## src/rtl/pasv_pkg.sv

```systemverilog
// Shared types and byte codes for the passive-mode reply number parser.
package pasv_pkg;

   typedef enum logic [2:0] {
      LINE_SEEK   = 3'b001,
      LINE_LIST   = 3'b010,
      LINE_CLOSED = 3'b100
   } line_phase_type;

   typedef enum logic [3:0] {
      TOK_BETWEEN = 4'b0001,
      TOK_BLANK   = 4'b0010,
      TOK_DIGITS  = 4'b0100,
      TOK_REST    = 4'b1000
   } token_phase_type;

   localparam logic [7:0] CH_NUL    = 8'h00;
   localparam logic [7:0] CH_TAB    = 8'h09;
   localparam logic [7:0] CH_CR     = 8'h0D;
   localparam logic [7:0] CH_SPACE  = 8'h20;
   localparam logic [7:0] CH_LPAREN = 8'h28;
   localparam logic [7:0] CH_RPAREN = 8'h29;
   localparam logic [7:0] CH_PLUS   = 8'h2B;
   localparam logic [7:0] CH_COMMA  = 8'h2C;
   localparam logic [7:0] CH_MINUS  = 8'h2D;
   localparam logic [7:0] CH_ZERO   = 8'h30;
   localparam logic [7:0] CH_NINE   = 8'h39;

   localparam int         NUM_DEPTH = 6;
   localparam logic [2:0] NUM_COUNT = 3'd6;

endpackage

```

## src/rtl/pasv_reply_number_parser.sv

```systemverilog
// Top level of the passive-mode reply number parser.
//
// The block takes one byte of a reply line per cycle and returns one result
// on the byte marked last: reply_ok when a '(' and six numbers were seen, the
// four address octets, the port as fifth*256+sixth and a range flag. Bytes
// are accepted back to back at one per cycle; a result comes from its last
// byte by way of the input register, where the byte sits while the state
// update that feeds the result register is worked out, and then the result
// register, which loads from that update. The per-byte cost is the decimal
// accumulate (times ten plus digit, then saturate) and the sign fix of a
// closing token, all within the one state update. The input register keeps
// taking bytes while a result waits; only a second last byte stalls until
// the pending result is taken.
module pasv_reply_number_parser #(
   parameter int VALUE_WIDTH = 16
) (
   input  logic        clock,
   input  logic        reset,
   input  logic        req_valid,
   output logic        req_ready,
   input  logic [7:0]  req_ch,
   input  logic        req_last,
   output logic        rsp_valid,
   input  logic        rsp_ready,
   output logic        rsp_reply_ok,
   output logic [7:0]  rsp_addr_octet_0,
   output logic [7:0]  rsp_addr_octet_1,
   output logic [7:0]  rsp_addr_octet_2,
   output logic [7:0]  rsp_addr_octet_3,
   output logic [15:0] rsp_port_number,
   output logic        rsp_range_error
);
   import pasv_pkg::*;

   localparam int VW = VALUE_WIDTH;

   // Input register.
   logic       in_valid_ff;
   logic [7:0] ch_ff;
   logic       last_ff;
   logic       advance;

   // Parser state.
   line_phase_type  lp_ff, lp_in;
   token_phase_type tp_ff, tp_in;
   logic [2:0]      nf_ff, nf_in;
   logic [VW-1:0]   rv_ff, rv_in;
   logic            ms_ff, ms_in;
   logic            rf_ff, rf_in;
   logic [VW-1:0]   store_ff [NUM_DEPTH];
   logic [VW-1:0]   store_in [NUM_DEPTH];

   // Result register.
   logic        rsp_valid_ff;
   logic        ok_ff, ok_in;
   logic [7:0]  oct0_ff, oct1_ff, oct2_ff, oct3_ff;
   logic [7:0]  oct0_in, oct1_in, oct2_in, oct3_in;
   logic [15:0] port_ff, port_in;
   logic        rerr_ff, rerr_in;

   // Byte classes and the decimal accumulate.
   logic          is_digit;
   logic          is_blank;
   logic [VW+3:0] digit_sum;
   logic          digit_sat;
   logic [VW-1:0] digit_val;

   assign is_digit  = (ch_ff >= CH_ZERO) && (ch_ff <= CH_NINE);
   assign is_blank  = (ch_ff == CH_SPACE) || ((ch_ff >= CH_TAB) && (ch_ff <= CH_CR));
   assign digit_sum = {1'b0, rv_ff, 3'b000} + {3'b000, rv_ff, 1'b0}
                    + {{VW{1'b0}}, ch_ff[3:0]};
   assign digit_sat = |digit_sum[VW+3:VW];
   assign digit_val = digit_sat ? {VW{1'b1}} : digit_sum[VW-1:0];

   assign advance   = in_valid_ff && (!last_ff || !rsp_valid_ff || rsp_ready);
   assign req_ready = !reset && (!in_valid_ff || advance);

   always_comb begin
      token_phase_type tp0;
      token_phase_type tb_tp;
      logic [VW-1:0]   tb_rv;
      logic            tb_ms;
      logic            tb_sat;
      token_phase_type tok_tp;
      logic [VW-1:0]   tok_rv;
      logic            tok_ms;
      logic            token_path;
      logic            end_list;
      logic            comma;
      logic            do_close;
      logic            do_store;
      logic            negative;
      logic [VW-1:0]   neg_val;
      logic [VW-1:0]   store_val;
      logic [VW+15:0]  sixth_ext;

      tp0    = (tp_ff == TOK_BETWEEN) ? TOK_BLANK : tp_ff;
      tb_tp  = tp0;
      tb_rv  = rv_ff;
      tb_ms  = ms_ff;
      tb_sat = 1'b0;
      unique case (tp0)
         TOK_BLANK: begin
            if (is_blank) begin
               tb_tp = TOK_BLANK;
            end else if (ch_ff == CH_PLUS) begin
               tb_tp = TOK_DIGITS;
            end else if (ch_ff == CH_MINUS) begin
               tb_ms = 1'b1;
               tb_tp = TOK_DIGITS;
            end else if (is_digit) begin
               tb_rv  = digit_val;
               tb_sat = digit_sat;
               tb_tp  = TOK_DIGITS;
            end else begin
               tb_tp = TOK_REST;
            end
         end
         TOK_DIGITS: begin
            if (is_digit) begin
               tb_rv  = digit_val;
               tb_sat = digit_sat;
            end else begin
               tb_tp = TOK_REST;
            end
         end
         TOK_REST: begin
            tb_tp = TOK_REST;
         end
         default: begin
            tb_tp = tp0;
         end
      endcase

      lp_in      = lp_ff;
      token_path = 1'b0;
      end_list   = 1'b0;
      comma      = 1'b0;
      unique case (lp_ff)
         LINE_SEEK: begin
            if (ch_ff == CH_LPAREN) begin
               lp_in = LINE_LIST;
            end
         end
         LINE_LIST: begin
            if ((ch_ff == CH_RPAREN) || (ch_ff == CH_NUL)) begin
               end_list = 1'b1;
               lp_in    = LINE_CLOSED;
            end else if (ch_ff == CH_COMMA) begin
               comma = 1'b1;
            end else begin
               token_path = 1'b1;
            end
         end
         LINE_CLOSED: begin
            lp_in = LINE_CLOSED;
         end
         default: begin
            lp_in = lp_ff;
         end
      endcase

      tok_tp = token_path ? tb_tp : tp_ff;
      tok_rv = token_path ? tb_rv : rv_ff;
      tok_ms = token_path ? tb_ms : ms_ff;

      // A token closes on a separator, on the list end, or when the line ends
      // while the list is still open.
      do_close  = (lp_ff == LINE_LIST) && (end_list || comma || last_ff);
      do_store  = do_close && (tok_tp != TOK_BETWEEN) && (nf_ff < NUM_COUNT);
      negative  = tok_ms && (|tok_rv);
      neg_val   = ~tok_rv + {{(VW-1){1'b0}}, 1'b1};
      store_val = negative ? neg_val : tok_rv;

      rf_in = rf_ff || (token_path && tb_sat)
           || (do_store && ((|tok_rv[VW-1:8]) || negative));
      nf_in = do_store ? (nf_ff + 3'd1) : nf_ff;
      tp_in = do_close ? TOK_BETWEEN : tok_tp;
      rv_in = do_close ? {VW{1'b0}} : tok_rv;
      ms_in = do_close ? 1'b0 : tok_ms;

      for (int i = 0; i < NUM_DEPTH; i++) begin
         store_in[i] = (do_store && (nf_ff == 3'(i))) ? store_val : store_ff[i];
      end

      ok_in     = (lp_in != LINE_SEEK) && (nf_in == NUM_COUNT);
      sixth_ext = {16'h0000, store_in[5]};
      oct0_in   = ok_in ? store_in[0][7:0] : 8'h00;
      oct1_in   = ok_in ? store_in[1][7:0] : 8'h00;
      oct2_in   = ok_in ? store_in[2][7:0] : 8'h00;
      oct3_in   = ok_in ? store_in[3][7:0] : 8'h00;
      port_in   = ok_in ? ({store_in[4][7:0], 8'h00} + sixth_ext[15:0]) : 16'h0000;
      rerr_in   = ok_in && rf_in;

      // The line is done: the line, token, count, value, sign and range state start over.
      if (last_ff) begin
         lp_in = LINE_SEEK;
         tp_in = TOK_BETWEEN;
         nf_in = 3'd0;
         rv_in = {VW{1'b0}};
         ms_in = 1'b0;
         rf_in = 1'b0;
      end
   end

   always_ff @(posedge clock) begin
      if (reset) begin
         in_valid_ff  <= 1'b0;
         rsp_valid_ff <= 1'b0;
         lp_ff        <= LINE_SEEK;
         tp_ff        <= TOK_BETWEEN;
         nf_ff        <= 3'd0;
         rv_ff        <= {VW{1'b0}};
         ms_ff        <= 1'b0;
         rf_ff        <= 1'b0;
      end else begin
         if (req_valid && req_ready) begin
            in_valid_ff <= 1'b1;
         end else if (advance) begin
            in_valid_ff <= 1'b0;
         end
         if (advance && last_ff) begin
            rsp_valid_ff <= 1'b1;
         end else if (rsp_ready) begin
            rsp_valid_ff <= 1'b0;
         end
         if (advance) begin
            lp_ff <= lp_in;
            tp_ff <= tp_in;
            nf_ff <= nf_in;
            rv_ff <= rv_in;
            ms_ff <= ms_in;
            rf_ff <= rf_in;
         end
      end
   end

   always_ff @(posedge clock) begin
      if (req_valid && req_ready) begin
         ch_ff   <= req_ch;
         last_ff <= req_last;
      end
      if (advance) begin
         for (int i = 0; i < NUM_DEPTH; i++) begin
            store_ff[i] <= store_in[i];
         end
      end
      if (advance && last_ff) begin
         ok_ff   <= ok_in;
         oct0_ff <= oct0_in;
         oct1_ff <= oct1_in;
         oct2_ff <= oct2_in;
         oct3_ff <= oct3_in;
         port_ff <= port_in;
         rerr_ff <= rerr_in;
      end
   end

   assign rsp_valid        = rsp_valid_ff;
   assign rsp_reply_ok     = ok_ff;
   assign rsp_addr_octet_0 = oct0_ff;
   assign rsp_addr_octet_1 = oct1_ff;
   assign rsp_addr_octet_2 = oct2_ff;
   assign rsp_addr_octet_3 = oct3_ff;
   assign rsp_port_number  = port_ff;
   assign rsp_range_error  = rerr_ff;

endmodule

```

## config.mk

```make
export PLATFORM = sky130hd
export DESIGN_NAME = pasv_reply_number_parser
export DESIGN_NICKNAME = d
export VERILOG_FILES = /design/src/rtl/pasv_pkg.sv /design/src/rtl/pasv_reply_number_parser.sv
export SDC_FILE = /design/constraint.sdc
export NUM_CORES = 1
export LEC_CHECK = 0
export BUFFER_PORTS_ARGS = -buffer_cell sky130_fd_sc_hd__buf_2
export CAP_MARGIN = 20
export CORE_MARGIN = 2
export CORE_UTILIZATION = 53
export CTS_CLUSTER_SIZE = 20
export DETAILED_ROUTE_END_ITERATION = 8
export PLACE_DENSITY = 0.71
export SLEW_MARGIN = 20
export SYNTH_ARGS = -nofsm -noshare
export SYNTH_HDL_FRONTEND = slang
export SYNTH_SLANG_ARGS = --single-unit
```

## constraint.sdc

```tcl
create_clock -name clock -period 17.9 [get_ports clock]
set_input_delay 3.58 -clock clock [delete_from_list [all_inputs] [get_ports clock]]
set_output_delay 3.58 -clock clock [all_outputs]
set_load 0.02 [all_outputs]
```

==> metrics.md, run 1 <==
| Metric | Value |
|---|---|
| Post-route cell area | 0.00930 sq mm |
| First-pass GRT wire length | 29,700 um |
| Util after Layout | 0.612 |
| DR vias | 6,378 |
| Synth warn | 0 |
| Syn_area_per_cell | 10.4 sq um |
| R2R setup slack | 10,740 ps |
| Synth top area cells | edfxtp_1 (42%), dfxtp_1 (7.3%), ha_1 (6.5%), nor2_1 (4.5%), and2_1 (3.7%) |
| DIE AREA | 0.0166 sq mm |
| Pleak | 3.44 nW |
| IO Port Bufs | 64 |
| Crit. Startpoint | reset |
| Final period utilization | 0.443 |
| Share of the synthesized area in the top cell type | 0.419 |
| CTS H-tree lvls | 4 |
| VDD IR max | 0.0578 mV |
| Count leader, synth | edfxtp_1 |
| Worst-Skew Late Latency | 420 ps |
| Starting Density | 0.542 |
| Syn Inst Count | 796 |
| Area Growth Syn to Fin | 12.8% |
| Final hold viol count | 0 |
| Chip height | 129 um |
| Filler instances | 1,255 |
| Predominant post-synthesis flop cell | edfxtp_1 |
| PD cells | 80.6 mW/mm^2 |
| Root Buffer | clkbuf_16 |
| Grt total ovfl | 0 |
| Post-Synth Simple-Gate Area | 0.183 |
| Adder-Cell Fraction of Synth Area | 0.0726 |
| Worst rel slew slack | 0.300 |
| DRT antenna net count | 0 |
| Final wirelength | 18,800 um |
| Worst Path Required | 14,320 ps |
| DRC Markers | 0 |
| Synth Net Count | 855 |
| Critical path's most frequent cell | buf_2 |
| Worst Hold Class | flop to flop |
| IO Count | 65 |
| Status | complete, no violations |
| Post-Synth XOR/XNOR Area | 0.0328 |
| CTS tree | built |
| Post-DP Area | 0.00869 sq mm |
| Compound-Gate Fraction of Synth Area | 0.164 |
| Setup Skew | 7.73 ps |
| Vias per inst | 6.09 |
| Yosys top cell by area | edfxtp_1 |
| Detailed Place HPWL | 13,400 um |
| R2r worst-path depth | 24 |
| Setup TNS | 0 ps |
| Cell area after synthesis | 0.00824 sq mm |
| Worst flop-to-flop path startpoint | ch_ff[3] |
| Largest family of logic cells by synthesized area | simple AND/OR/NAND/NOR gates |
| Clock sinks | 145 |
| Area of the multi-input gates | 0.00397 sq mm |
| Final net count | 905 |
| Cts repair resizes | 0 |
| Maxcap violations | 0 |
| Setup Buffers After CTS | 0 |
| Pre-CTS WS | 9970 ps |
| Seq/Total Area, Yosys | 0.492 |
| Crit path kind | input port to primary output |
| Drt wl/cell | 17.9 um |
| CP max-delay cell | buf_2 |
| Largest net degree at the start of global routing | 56 |
| Final GP Congestion | 0.865 |
| Setup crit start kind | input port |
| Total core area | 0.0152 sq mm |
| Sequential Area | 0.00405 sq mm |
| Die extent in x | 129 um |
| Max Transition Viols Final | 0 |
| Mux cell area share after synthesis | 0.0276 |
| Total CTS buffers | 17 |
| CP endpoint | req_ready |
| Total track usage | 0.230 |
| Worst-path cell chain | buf_2 > nor2_1 > buf_2 |
| Initial antenna violation count | 0 |
| Worst-path fanout max | 31 |
| Critical path capture point type | primary output |
| Max incr delay on CP | 470 ps |
| Clk buf depth | 2 |
| Number of diodes | 0 |
| Post-synth EDFFs | 115 |
| Share of layout cells above drive strength 1 | 0.166 |
| Initial DRC Count | 682 |
| Clock-pin slew on the worst setup and hold paths | 70 ps |
| CP arrival | 4360 ps |
| Worst reg2reg path endpoint | rsp_port_number[15] |
| Slew @ Worst Pin | 1050 ps |
| Min Tclk post-route | 7940 ps |
| Final Setup Violations | 0 |
| RSZ-0062 raised after global routing | false |
| # hold bufs at CTS | 0 |
| Core Rows | 45 |
| DRT Pass-1 Iters | 6 |
| Post-synthesis cell type count | 79 |
| Setup ws final | 9960 ps |
| Fraction of registers with async set/reset | 0 |
| Max frequency | 0.126 GHz |
| FF+latch count, synth | 145 |
| Commonest cells in the netlist | edfxtp_1 (115), nor2_1 (98), nand2_1 (54), and2_1 (49), a21oi_1 (48) |
| Vias in the first global route | 5,771 |
## per-layer routing
layer  wire length [um]  GRT usage  vias up
met4                380     0.0754        0
met5                  0          0        -
li1                   -          -     3057
met3               1000     0.0457       29
met1               8560      0.319     3052
met2               8810      0.367      240
## sequential cells by signal, indices dropped and copies added (netlist names), 3 cells and up
| register | count |
|---|---|
| rv_ff | 16 |
| rsp_addr_octet_3 | 8 |
| store_ff | 56 |
| rsp_port_number | 16 |
| tp_ff | 4 |
| nf_ff | 3 |
| rsp_addr_octet_1 | 8 |
| rsp_addr_octet_0 | 8 |
| rsp_addr_octet_2 | 8 |
| ch_ff | 8 |
| lp_ff | 3 |
## critical path, delay by kind of cell
family                 cells  cell delay, ps
buffers and inverters      2             660
and+or+nand+nor            1             120
## stage by stage
| step | hold slack [ps] | power (mW) | cells |
|---|---|---|---|
| after floorplan | 459 | 0.395 | 796 |
| after global placement | 472 | 0.402 | 1014 |
| after detailed placement | 488 | 0.403 | 1014 |
| after CTS | 509 | 0.755 | 1046 |
| after global routing | 569 | 0.770 | 1047 |
| final | 519 | 0.750 | 1047 |
## worst min path at each step
| stage | from | endpoint | slack (ps) | cells past startpoint |
|---|---|---|---|---|
| after CTS | rf_ff | rf_ff | 510 | 2 |
| after global routing | lp_ff[0] | lp_ff[0] | 570 | 2 |
| after global placement | rf_ff | rf_ff | 470 | 2 |
| after detailed placement | rf_ff | rf_ff | 490 | 2 |
| after floorplan | rf_ff | rf_ff | 460 | 2 |
| final | rf_ff | rf_ff | 520 | 2 |
## placed cells by master, fill, tap and decap left out, types with 4 or more instances in the layout
| master | n |
|---|---|
| a22oi_1 | 18 |
| edfxtp_1 | 115 |
| clkinv_4 | 5 |
| nor2_1 | 97 |
| mux2_2 | 15 |
| nand4_1 | 5 |
| inv_8 | 4 |
| nand3_1 | 13 |
| xnor2_1 | 16 |
| nand2_1 | 54 |
| xor2_1 | 13 |
| nor2b_1 | 4 |
| dfxtp_1 | 30 |
| o211ai_1 | 4 |
| nor3_1 | 16 |
| nor4_1 | 4 |
| a21o_1 | 15 |
| ha_1 | 43 |
| a31oi_1 | 15 |
| nand2b_1 | 13 |
| and3_1 | 6 |
| a21oi_1 | 48 |
| inv_1 | 16 |
| o21ai_0 | 47 |
| a41oi_1 | 6 |
| or4_1 | 4 |
| buf_2 | 64 |
| and2_1 | 49 |
| nand4b_1 | 4 |
| o21bai_1 | 4 |
| buf_4 | 6 |
| or3_1 | 8 |
| clkbuf_16 | 17 |
## cell families after synthesis
family | count (synthesis)
DFF | 145
adders and majority gates | 46
buffers and inverters | 57
AOI/OAI and AO/OA | 204
xor gates and xnor gates | 30
muxes | 19
and+or+nand+nor | 295
## cell type report
class,instances,area share
flip-flops and latches,145,0.436
multi-input cells,594,0.427
clock buffers,17,0.0458
repair buffers,71,0.0405
well taps,188,0.0253
clock inverters,15,0.0182
inverters,17,0.00686
## report_power, final
part	leakage [nW]	switching [mW]	internal (mW)
Combinational	2.03	0.0175	0.00672
Clock	0.289	0.155	0.198
Sequential	1.12	0.00313	0.368
Power figures use the tool's default switching activity.
==> run 2, diff against run 1 <==
--- a/config.mk
+++ b/config.mk
@@ -5,13 +5,14 @@
 export SDC_FILE = /design/constraint.sdc
 export NUM_CORES = 1
 export LEC_CHECK = 0
+export ABC_AREA = 1
 export BUFFER_PORTS_ARGS = -buffer_cell sky130_fd_sc_hd__buf_2
 export CAP_MARGIN = 20
 export CORE_MARGIN = 2
 export CORE_UTILIZATION = 53
 export CTS_CLUSTER_SIZE = 20
 export DETAILED_ROUTE_END_ITERATION = 8
-export PLACE_DENSITY = 0.71
+export PLACE_DENSITY = 0.73
 export SLEW_MARGIN = 20
 export SYNTH_ARGS = -nofsm -noshare
 export SYNTH_HDL_FRONTEND = slang
==> constraint.sdc (replaced) <==
create_clock -name clock -period 6.78 [get_ports clock]
set_input_delay 1.356 -clock clock [delete_from_list [all_inputs] [get_ports clock]]
set_output_delay 1.356 -clock clock [all_outputs]
set_load 0.02 [all_outputs]
==> metrics.md, run 2 <==
| Metric | Value |
|---|---|
| DRT antenna net count | 0 |
| Detailed Place HPWL | 14,400 um |
| Die extent in x | 134 um |
| DRT Pass-1 Iters | 5 |
| Seq/Total Area, Yosys | 0.452 |
| Drt wl/cell | 14.2 um |
| Status | complete, no violations |
| Total CTS buffers | 17 |
| CTS H-tree lvls | 4 |
| Max frequency | 0.165 GHz |
| CP arrival | 6230 ps |
| DR vias | 7,530 |
| Chip height | 134 um |
| Max incr delay on CP | 590 ps |
| Worst reg2reg path endpoint | rsp_port_number[15] |
| Max Transition Viols Final | 0 |
| Worst Hold Class | flop to flop |
| Final net count | 1,248 |
| Vias in the first global route | 7,002 |
| DIE AREA | 0.0180 sq mm |
| Hold Crit Endpoint | rf_ff |
| Syn_area_per_cell | 8.00 sq um |
| Pleak | 4.60 nW |
| CTS tree | built |
| Compound-Gate Fraction of Synth Area | 0.0898 |
| VDD IR max | 0.213 mV |
| Total track usage | 0.234 |
| Largest family of logic cells by synthesized area | simple AND/OR/NAND/NOR gates |
| IO Port Bufs | 64 |
| Fraction of registers with async set/reset | 0 |
| Post-DP Area | 0.00951 sq mm |
| Most common cell after layout, fill and taps aside | nand2_1 |
| Post-Synth XOR/XNOR Area | 0.0146 |
| Grt total ovfl | 0 |
| First-pass GRT wire length | 33,600 um |
| Cell area after synthesis | 0.00898 sq mm |
| CP max-delay cell | fa_1 |
| Cts repair resizes | 0 |
| Post-synthesis cell type count | 51 |
| Critical path's most frequent cell | nand2_1 |
| FF+latch count, synth | 145 |
| Setup Skew | 9.40 ps |
| Final Setup Violations | 0 |
| Adder-Cell Fraction of Synth Area | 0.0666 |
| Worst Path Required | 6960 ps |
| Starting Density | 0.541 |
| Core Rows | 47 |
| Initial antenna violation count | 0 |
| Initial DRC Count | 665 |
| Final hold viol count | 0 |
| Final wirelength | 20,200 um |
| R2R setup slack | 730 ps |
| Yosys top cell by area | edfxtp_1 |
| Share of the synthesized area in the top cell type | 0.385 |
| Total core area | 0.0166 sq mm |
| DRC Markers | 0 |
| Non-filler instance count after layout | 1,422 |
| Filler instances | 1,451 |
| Worst flop-to-flop path startpoint | ch_ff[3] |
| RSZ-0062 raised after global routing | false |
| Clk buf depth | 2 |
| Critical path capture point type | flop |
| Area of the multi-input gates | 0.00421 sq mm |
| Setup TNS | 0 ps |
| Post-synth EDFFs | 115 |
| Syn Inst Count | 1,122 |
| Area Growth Syn to Fin | 12.2% |
| Highest-count cells in the layout ignoring fill and taps | nand2_1 (329), nor2_1 (122), inv_1 (117), edfxtp_1 (115), a21oi_1 (65) |
| Final period utilization | 0.893 |
| Mux cell area share after synthesis | 0.00334 |
| Min Tclk post-route | 6050 ps |
| Synth top area cells | edfxtp_1 (38%), nand2_1 (14%), dfxtp_1 (6.7%), ha_1 (6.0%), nor2_1 (5.1%) |
| Setup Buffers After CTS | 0 |
| Setup crit start kind | flop |
| Crit path kind | flop to flop |
| Synth warn | 0 |
| Predominant post-synthesis flop cell | edfxtp_1 |
| R2r worst-path depth | 44 |
| PD cells | 189 mW/mm^2 |
| Commonest cells in the netlist | nand2_1 (329), nor2_1 (122), inv_1 (119), edfxtp_1 (115), a21oi_1 (65) |
| Largest Register | store_ff |
| IO Count | 65 |
| Final GP Congestion | 0.880 |
| Root Buffer | clkbuf_16 |
| Slew @ Worst Pin | 990 ps |
| Count leader, synth | nand2_1 |
| Inst Count DP | 1,390 |
| Post-route cell area | 0.0101 sq mm |
| Hold_sp | rf_ff |
| Largest net degree at the start of global routing | 62 |
| Worst-path fanout max | 10 |
| Clock-pin slew on the worst setup and hold paths | 60 ps |
| # hold bufs at CTS | 0 |
| Largest register FFs | 56 |
| Maxcap violations | 0 |
| Worst Hold Path Cells | 2 |
| Vias per inst | 5.30 |
| Worst-Skew Late Latency | 420 ps |
| Share of layout cells above drive strength 1 | 0.171 |
| Post-Synth Simple-Gate Area | 0.294 |
| Sequential Area | 0.00405 sq mm |
| Synth Net Count | 1,181 |
| Worst rel slew slack | 0.338 |
| Number of diodes | 0 |
| Post-route total power | 1.90 mW |
| Clock sinks | 145 |
[run 2: cell types whose count changed in the layout (fill, tap and decap cells not counted), sizes merged, moves of 13 or more]
cell    previous run  this run
a21o              15         0
a21oi             50        67
a22oi             18         1
and2              49         7
inv               24       157
mux2              18         0
nand2             54       350
nand2b            13         0
nand3             14        65
nor2              98       132
[run 2: power breakdown]
group | leakage, nW | switching [mW] | internal [mW]
clock | 0.278 | 0.386 | 0.509
combinational | 3.09 | 0.0342 | 0.00992
sequential | 1.23 | 0.00260 | 0.960
[run 2: metrics by stage]
| step | setup slack, ps | util | hold WS [ps] |
|---|---|---|---|
| after floorplan | 1390 | - | 445 |
| after global placement | 982 | 0.574 | 479 |
| after detailed placement | 754 | 0.574 | 484 |
| after CTS | 727 | 0.607 | 494 |
| after global routing | 34.4 | 0.607 | 513 |
| final | 729 | 0.607 | 491 |
[run 2: how the worst max path moves through the flow]
stage	depth (start not counted)	slack, ps	from	to
after floorplan	42	1390	ch_ff[3]	rsp_port_number[15]
after detailed placement	44	750	ch_ff[3]	rsp_port_number[15]
after global placement	41	980	ch_ff[3]	rsp_port_number[15]
after global routing	43	30	ch_ff[3]	rsp_port_number[15]
final	44	730	ch_ff[3]	rsp_port_number[15]
after CTS	44	730	ch_ff[3]	rsp_port_number[15]
[run 2: logic make-up after synthesis]
group	after synthesis
simple gates	601
flops	145
fa+ha+maj	46
mux	3
xor+xnor	15
buf+inv	179
compound gates	133
[run 2: layout make-up]
cell class	instances	share of cell area
multi-input cells	798	0.418
flip-flops and latches	145	0.402
inverters	152	0.0569
clock buffers	17	0.0422
repair buffers	75	0.0400
well taps	220	0.0273
clock inverters	15	0.0133
[run 2: routing by layer]
layer  track usage  routed length [um]  vias to the layer above
met4        0.0795                 380                        0
li1              -                   -                     3811
met3        0.0416                1370                       34
met2         0.374                9380                      272
met5             0                   0                        -
met1         0.326                9030                     3413
[run 2: worst max-delay path, delay by kind of cell (launching register included)]
kind,cells,cell delay [ps]
simple gates,30,2640
fa+ha+maj,3,1390
buf+inv,6,540
compound gates,3,490
flops,1,470
xor+xnor,1,140
mux,1,110
